`config.mk`:
```
export PLATFORM = sky130hd
export DESIGN_NAME = shq_ctrl
export DESIGN_NICKNAME = d
export VERILOG_FILES = /design/src/design/shq_pkg.sv /design/src/design/shq_ctrl.sv
export SDC_FILE = /design/constraint.sdc
export NUM_CORES = 1
export LEC_CHECK = 0
export ABC_AREA = 0
export BUFFER_PORTS_ARGS = -buffer_cell sky130_fd_sc_hd__buf_2
export CAP_MARGIN = 25
export CORE_MARGIN = 1.5
export CORE_UTILIZATION = 56
export CTS_CLUSTER_DIAMETER = 40
export CTS_CLUSTER_SIZE = 10
export DETAILED_ROUTE_END_ITERATION = 8
export GPL_TIMING_DRIVEN = 1
export HOLD_SLACK_MARGIN = 0.05
export PLACE_DENSITY = 0.87
export SYNTH_ARGS = -nofsm -noshare
export SYNTH_HDL_FRONTEND = slang
export SYNTH_SLANG_ARGS = --single-unit
export TNS_END_PERCENT = 20
```
`constraint.sdc`:
```
create_clock -name clk -period 2.7 [get_ports clk]
set_input_delay 0.135 -clock clk [delete_from_list [all_inputs] [get_ports clk]]
set_output_delay 0.135 -clock clk [all_outputs]
set_load 0.05 [all_outputs]
```
`src/design/shq_pkg.sv`:
```
`timescale 1ns / 1ps
package shq_pkg;

  // table geometry
  localparam int BUCKETS = 256;
  localparam int DEPTH   = 32;
  localparam int BKT_W   = 8;
  localparam int SLOT_W  = 5;
  localparam int FILL_W  = 6;
  localparam int ADDR_W  = BKT_W + SLOT_W;
  localparam int SLOTS   = BUCKETS * DEPTH;

  // iteration counts of the serial divider and remainder units
  localparam int DIV_STEPS = 17;
  localparam int MOD_STEPS = 32;
  localparam int CNT_W     = 5;

  localparam logic [31:0] PRIME_X = 32'd73856093;
  localparam logic [31:0] PRIME_Y = 32'd19349663;
  localparam logic [31:0] PRIME_Z = 32'd83492791;

  // request kinds
  localparam logic [1:0] REQ_CLEAR       = 2'd0;
  localparam logic [1:0] REQ_INSERT      = 2'd1;
  localparam logic [1:0] REQ_QUERY_LOWER = 2'd2;
  localparam logic [1:0] REQ_QUERY_ALL   = 2'd3;

  // result status codes
  localparam logic [1:0] ST_OK   = 2'd0;
  localparam logic [1:0] ST_FULL = 2'd1;
  localparam logic [1:0] ST_NEG  = 2'd2;

  // register indexes
  localparam logic [1:0] CFG_NUM_BUCKETS = 2'd0;
  localparam logic [1:0] CFG_CELL_EDGE   = 2'd1;
  localparam logic [1:0] CFG_RADIUS_SQ   = 2'd2;

  typedef enum logic [1:0] {
    OUT_ACK,
    OUT_OWN,
    OUT_PEND
  } out_kind_t;

  typedef struct packed {
    logic              load;
    logic              clear;
    logic              div_init;
    logic              div_step;
    logic              mul_step;
    logic [1:0]        mul_lane;
    logic              mod_init;
    logic              mod_step;
    logic              fill_rd;
    logic              ins_wr;
    logic              ent_rd;
    logic [SLOT_W-1:0] slot;
    logic              dist_diff;
    logic              dist_sq;
    logic              pend_set;
    logic              out_load;
    out_kind_t         out_kind;
    logic [1:0]        out_status;
    logic              out_last;
  } cmd_t;

  typedef struct packed {
    logic              neg_hash;
    logic [FILL_W-1:0] fill;
    logic              match;
    logic              has_pend;
    logic              out_free;
  } status_t;

  function automatic logic [31:0] prime_of(input logic [1:0] lane);
    logic [31:0] p;
    unique case (lane)
      2'd0:    p = PRIME_X;
      2'd1:    p = PRIME_Y;
      default: p = PRIME_Z;
    endcase
    return p;
  endfunction

endpackage

```
`src/design/shq_ctrl.sv`:
```
`timescale 1ns / 1ps
module shq_ctrl (
  input  logic            clk,
  input  logic            rst,
  input  logic            s_tvalid,
  output logic            s_tready,
  input  logic [1:0]      s_req,
  input  shq_pkg::status_t sts,
  output shq_pkg::cmd_t   cmd
);
  import shq_pkg::*;

  typedef enum logic [3:0] {
    S_IDLE,
    S_DIV_INIT,
    S_DIV,
    S_MUL,
    S_MOD_INIT,
    S_MOD,
    S_HASH,
    S_FILL_RD,
    S_FILL_OK,
    S_WALK,
    S_DIFF,
    S_SQ,
    S_CMP,
    S_FLUSH,
    S_EMIT
  } state_t;

  state_t          state;
  logic [CNT_W-1:0] cnt;
  logic [FILL_W-1:0] slot;
  logic [1:0]      req;
  out_kind_t       emit_kind;
  logic [1:0]      emit_status;

  logic full;
  logic walk_done;

  assign full      = sts.fill >= FILL_W'(DEPTH);
  assign walk_done = slot == sts.fill;
  assign s_tready  = state == S_IDLE;

  // sequencer
  always_ff @(posedge clk) begin
    if (rst) begin
      state       <= S_IDLE;
      cnt         <= '0;
      slot        <= '0;
      req         <= REQ_CLEAR;
      emit_kind   <= OUT_ACK;
      emit_status <= ST_OK;
    end else begin
      unique case (state)
        S_IDLE: begin
          cnt <= '0;
          if (s_tvalid) begin
            req <= s_req;
            if (s_req == REQ_CLEAR) begin
              emit_kind   <= OUT_ACK;
              emit_status <= ST_OK;
              state       <= S_EMIT;
            end else begin
              state <= S_DIV_INIT;
            end
          end
        end
        S_DIV_INIT: begin
          cnt   <= '0;
          state <= S_DIV;
        end
        S_DIV: begin
          if (cnt == CNT_W'(DIV_STEPS - 1)) begin
            cnt   <= '0;
            state <= S_MUL;
          end else begin
            cnt <= cnt + 1'b1;
          end
        end
        S_MUL: begin
          if (cnt == CNT_W'(2)) begin
            state <= S_MOD_INIT;
          end else begin
            cnt <= cnt + 1'b1;
          end
        end
        S_MOD_INIT: begin
          cnt   <= '0;
          state <= S_MOD;
        end
        S_MOD: begin
          if (cnt == CNT_W'(MOD_STEPS - 1)) begin
            state <= S_HASH;
          end else begin
            cnt <= cnt + 1'b1;
          end
        end
        S_HASH: begin
          if (sts.neg_hash) begin
            emit_kind   <= (req == REQ_INSERT) ? OUT_ACK : OUT_OWN;
            emit_status <= ST_NEG;
            state       <= S_EMIT;
          end else begin
            state <= S_FILL_RD;
          end
        end
        S_FILL_RD: begin
          state <= S_FILL_OK;
        end
        S_FILL_OK: begin
          slot <= '0;
          if (req == REQ_INSERT) begin
            emit_kind   <= OUT_ACK;
            emit_status <= full ? ST_FULL : ST_OK;
            state       <= S_EMIT;
          end else begin
            state <= S_WALK;
          end
        end
        S_WALK: begin
          state <= walk_done ? S_FLUSH : S_DIFF;
        end
        S_DIFF: begin
          state <= S_SQ;
        end
        S_SQ: begin
          state <= S_CMP;
        end
        S_CMP: begin
          if (!sts.match || !sts.has_pend || sts.out_free) begin
            slot  <= slot + 1'b1;
            state <= S_WALK;
          end
        end
        S_FLUSH: begin
          if (sts.out_free) begin
            state <= S_IDLE;
          end
        end
        S_EMIT: begin
          if (sts.out_free) begin
            state <= S_IDLE;
          end
        end
        default: begin
          state <= S_IDLE;
        end
      endcase
    end
  end

  // command decode
  always_comb begin
    cmd            = '0;
    cmd.out_kind   = OUT_ACK;
    cmd.out_status = ST_OK;
    cmd.mul_lane   = cnt[1:0];
    cmd.slot       = slot[SLOT_W-1:0];
    unique case (state)
      S_IDLE: begin
        cmd.load  = s_tvalid;
        cmd.clear = s_tvalid && (s_req == REQ_CLEAR);
      end
      S_DIV_INIT: cmd.div_init = 1'b1;
      S_DIV:      cmd.div_step = 1'b1;
      S_MUL:      cmd.mul_step = 1'b1;
      S_MOD_INIT: cmd.mod_init = 1'b1;
      S_MOD:      cmd.mod_step = 1'b1;
      S_FILL_RD:  cmd.fill_rd  = 1'b1;
      S_FILL_OK:  cmd.ins_wr   = (req == REQ_INSERT) && !full;
      S_WALK:     cmd.ent_rd   = !walk_done;
      S_DIFF:     cmd.dist_diff = 1'b1;
      S_SQ:       cmd.dist_sq  = 1'b1;
      S_CMP: begin
        if (sts.match && (!sts.has_pend || sts.out_free)) begin
          cmd.pend_set = 1'b1;
          cmd.out_load = sts.has_pend;
          cmd.out_kind = OUT_PEND;
          cmd.out_last = 1'b0;
        end
      end
      S_FLUSH: begin
        cmd.out_load = sts.out_free;
        cmd.out_kind = sts.has_pend ? OUT_PEND : OUT_ACK;
        cmd.out_last = 1'b1;
      end
      S_EMIT: begin
        cmd.out_load   = sts.out_free;
        cmd.out_kind   = emit_kind;
        cmd.out_status = emit_status;
        cmd.out_last   = 1'b1;
      end
      default: ;
    endcase
  end

endmodule

```
* Word level (Yosys, flattened, before mapping)
Cells that the tools add are included.
Operators by class: reductions and logical operators 22, equal/unequal tests 30, multiplexer cells 44, magnitude comparators 1, $add $sub $neg 2
Operators with widths (number):
- 4-bit one-hot mux with 14 select lines | 1
- 4-bit two-way mux | 9
- 4-bit == test, second input constant | 7
- 5-bit one-hot mux with 4 select lines | 1
- 2-bit two-way mux | 9
- 2-bit inequality test, second input constant | 9
- 4-bit by 3-bit == test with 1-bit output, second input constant | 4
- 5-bit two-way mux | 3
- 1-bit two-way mux | 14
- 2-bit one-hot mux with 3 select lines | 2
- 6-bit one-hot mux with 2 select lines | 1
- 5-bit == test, second input constant | 2
- 3-bit one-hot mux with 3 select lines | 1
- 4-bit by 2-bit == test with 1-bit output, second input constant | 2
- 6-bit by 1-bit adder with 6-bit output, second input constant | 1
- 6-bit == test | 1
- 6-bit >= comparator, second input constant | 1
- 3-bit two-way mux | 2
- 6-bit two-way mux | 1
- 6-bit AND reduction | 1
- 5-bit by 1-bit adder with 5-bit output, second input constant | 1
- 5-bit by 2-bit == test with 1-bit output, second input constant | 1
- 5-bit AND reduction | 1
- 4-bit by 1-bit == test with 1-bit output, second input constant | 1
- 14 further kinds | 23
Word-level totals: output and inout bits 27, bits of input ports 15, bits in registers 21

* Logic depth before layout (Yosys ltp)
depth after elaboration 5, gate-level depth with buffers 8, gate-level depth less buffers 8

* Worst setup path before layout
Ideal clock, no wire load.
path kind reg2out, from register state[2], to output cmd[4] (netlist name), cell stages (with the launch flop) 6, required time 2.565 ns, arrival 3.668 ns, slack -1.103 ns, cells stage by stage dfxtp_1 > buf_4 > nand2b_1 > buf_4 > a2111oi_0 > a21o_1
RTL lines:
- start, declared | line shq_ctrl.sv:31 | state_t state;
- start signal, assigned | line shq_ctrl.sv:122 | state <= walk_done ? S_FLUSH : S_DIFF;
- end, declared | line shq_ctrl.sv:9 | output shq_pkg::cmd_t cmd

==> flow_summary.yaml <==
min_path:
  worstHoldPathType: "input pin to flop"
  hp-start: "s_req[1]"
  holdPathEnd: "req[1]"
  min_path_cells: 3
floorplan:
  coreArea_sq_um: 2710
  die_x_um: 55.98
  dieArea_sq_um: 3133
  die_h_um: 55.98
  start_util: 0.5799
  io_pins: 42
  row_count: 19
critical_path:
  path_max_fanout: 20
  crit_type: "flop to output pin"
  rrSetupSlack_ns: 0.59
  end_kind: "output pin"
  reg2reg_to: "state[0]"
  crit_path_start_kind: "flop"
  critPathRequiredTime_ns: 2.57
  arrival_ns: 2.12
  reg2regPathDepth: 5
  r2r-start: "state[0]"
grt:
  grt_pass1_wl_um: 5885
  grt_use_total: 0.2357
  antenna_found_initial: 0
  grt_start_max_net_pins: 24
  gr-total-overflow: 0
  grt_pass1_vias: 1318
synth:
  synth-xor-area-share: 0.06688
  synth_fp_nets: 224
  synth.avg_cell_area_sq_um: 7.703
  synthAdderAreaFrac: 0.03981
  yosysTopAreaCell: "dfxtp_1"
  synth-seq-cells: 20
  synth_top_area_frac: 0.2548
  synth.area.mux_share: 0.03264
  ys_async_sr_fraction: 0
  synth_edf_count: 0
  synthTopCellsByArea: "dfxtp_1, nor2_1, buf_4, xnor2_1, ha_1"
  synth-simple-area-share: 0.3209
  synth_compound_area_frac: 0.1807
  yosysWarnings: 0
  synth_top_family_by_area: "simple AND/OR/NAND/NOR gates"
  syn_area_sq_um: 1572
  yosysUniqueCellTypes: 54
  syn_inst: 204
  yosysMostFrequentCell: "nor2_1"
  synth_top_cells_by_count: "nor2_1, dfxtp_1, inv_1, nand2_1, nor3_1"
  yosysSeqAreaShare: 0.2548
  synthFlopType: "dfxtp_1"
clock_tree:
  cts.sinks: 20
  cts-hold-fix-buffers: 0
  post_cts_resized: 0
  cts_setup_buffers: 0
  path_clk_slew_ns: 0.12
  h-tree-depth: 1
  ctsRootBufferMaster: "clkbuf_4"
  cts_tree: "yes"
  numCtsBuffers: 3
  clk_latency_ns: 0.32
  clk_path_buf_depth: 2
drt:
  totalWireLength_um: 3529
  ant_nets: 0
  dr_total_vias: 1525
  viasPerCell: 5.798
  routedWlPerCell_um: 13.42
  drt_iter0_drc: 68
  drc_errors: 0
  drt_first_pass_iters: 4
place:
  place_ws_ns: 0.6594
  io_buffers: 41
  dpl.hpwl_um: 2717
  place.gp.congestion: 0.8222
  dp_cells: 259
sta:
  hold_viol_final: 0
  fin_setup_tns_ns: 0
  worst_hold_slack_ns: 0.09580
  finalSetupViolCount: 0
  rsz0062_at_grt: "no"
  slew_headroom: 0.4809
  layout_setup_ws_ns: 0.4414
  fmax_ghz: 0.4427
  skew_ns: 0.009033
  maxSlewViolCount: 0
  fin_crit_ns: 2.259
  tightest_slew_ns: 0.7776
  fin_crit_sh: 0.8365
power:
  power_leakage_nw: 0.7615
  power_density_nw_per_um2: 895.1
  peakVddDrop_uv: 850.6
outcome:
  status: "finished clean"
flow_run:
  maxCapViolCount: 0
layout:
  diodes: 0
  final_cell_count_no_fill: 263
  syn2layout_area_growth_pct: 11.15
  nFillCells: 248
  final_layout_size_suffix_gt1_frac: 0.2629
  nets: 253
-- worst max-delay path: stages, from the launching register on --
cell and delay, ns:
dfxtp_1 0.75, nand2b_1 0.15, buf_4 0.20, a2111oi_2 0.34, a21o_1 0.12, buf_2 0.25
-- layout make-up --
type,count,area [sq um],area share
Multi-Input combinational cell,154,1013,0.5802
Sequential cell,20,400.4,0.2292
Timing Repair Buffer,42,212.7,0.1218
Inverter,12,45.04,0.02579
Tap cell,31,38.79,0.02221
Clock buffer,4,36.28,0.02077
-- worst max path at each step --
stage / from / endpoint / slack [ns]
2_1_floorplan: state[2] / cmd[24] / 0.002
3_3_place_gp: state[0] / state[0] / 0.70
3_5_place_dp: state[0] / state[0] / 0.66
4_1_cts: state[2] / cmd[4] / 0.45
5_1_grt: state[2] / cmd[4] / 0.30
6_report: state[2] / cmd[4] / 0.44
-- cell usage in the layout (no fill, tap or decap), types with 2 or more instances in the layout --
| cell type | instances |
|---|---|
| buf_2 | 41 |
| nor2_1 | 31 |
| dfxtp_1 | 20 |
| inv_1 | 12 |
| nand2_1 | 12 |
| nor3_1 | 11 |
| a21oi_1 | 9 |
| xnor2_1 | 8 |
| nand2b_1 | 7 |
| o21ai_0 | 6 |
| ha_1 | 5 |
| nand4_1 | 4 |
| xor2_1 | 4 |
| nand3_1 | 4 |
| mux2i_1 | 4 |
| and2_1 | 3 |
| or3_1 | 3 |
| a22o_1 | 3 |
| clkbuf_4 | 3 |
| or2_2 | 2 |
| a2111oi_2 | 2 |
| and3b_1 | 2 |
| o21ai_1 | 2 |
| o32a_1 | 2 |
| nand3b_1 | 2 |
| o31a_1 | 2 |
| o32ai_1 | 2 |
-- routing by layer --
layer,global-route usage,vias up,part of all wire,wire (um)
met5,0,-,0,0
met4,0.09184,0,0.026,91
met3,0.03953,11,0.056,199
met2,0.3731,50,0.47,1642
met1,0.3206,697,0.45,1596
li1,-,767,-,-
-- per-stage QoR --
step	area, sq um	util	power, W
finish	1747	0.6445	0.001563
global route	1747	0.6445	0.001666
CTS	1747	0.6445	0.001553
detailed placement	1710	0.6311	0.001377
global placement	1710	0.6311	0.001357
floorplan	1578	-	0.001234
-- logic make-up after synthesis --
kind of cell    Yosys count
buf+inv                  30
fa+ha+maj                 5
simple gates             94
xor+xnor                 12
compound gates           38
flops                    20
mux                       5
-- report_power, final --
| group | internal (W) | switching [W] |
|---|---|---|
| sequential | 0.000334 | 0.000134 |
| clock | 0.0000826 | 0.0000971 |
| combinational | 0.000337 | 0.000579 |
-- sequential cells by signal (all words and copies together) (netlist names) --
| signal | flops |
|---|---|
| slot | 6 |
| emit_status | 2 |
| state | 4 |
| cnt | 5 |
| req | 2 |
| emit_kind | 1 |
Note: power is estimated with default switching activity, not from simulation.
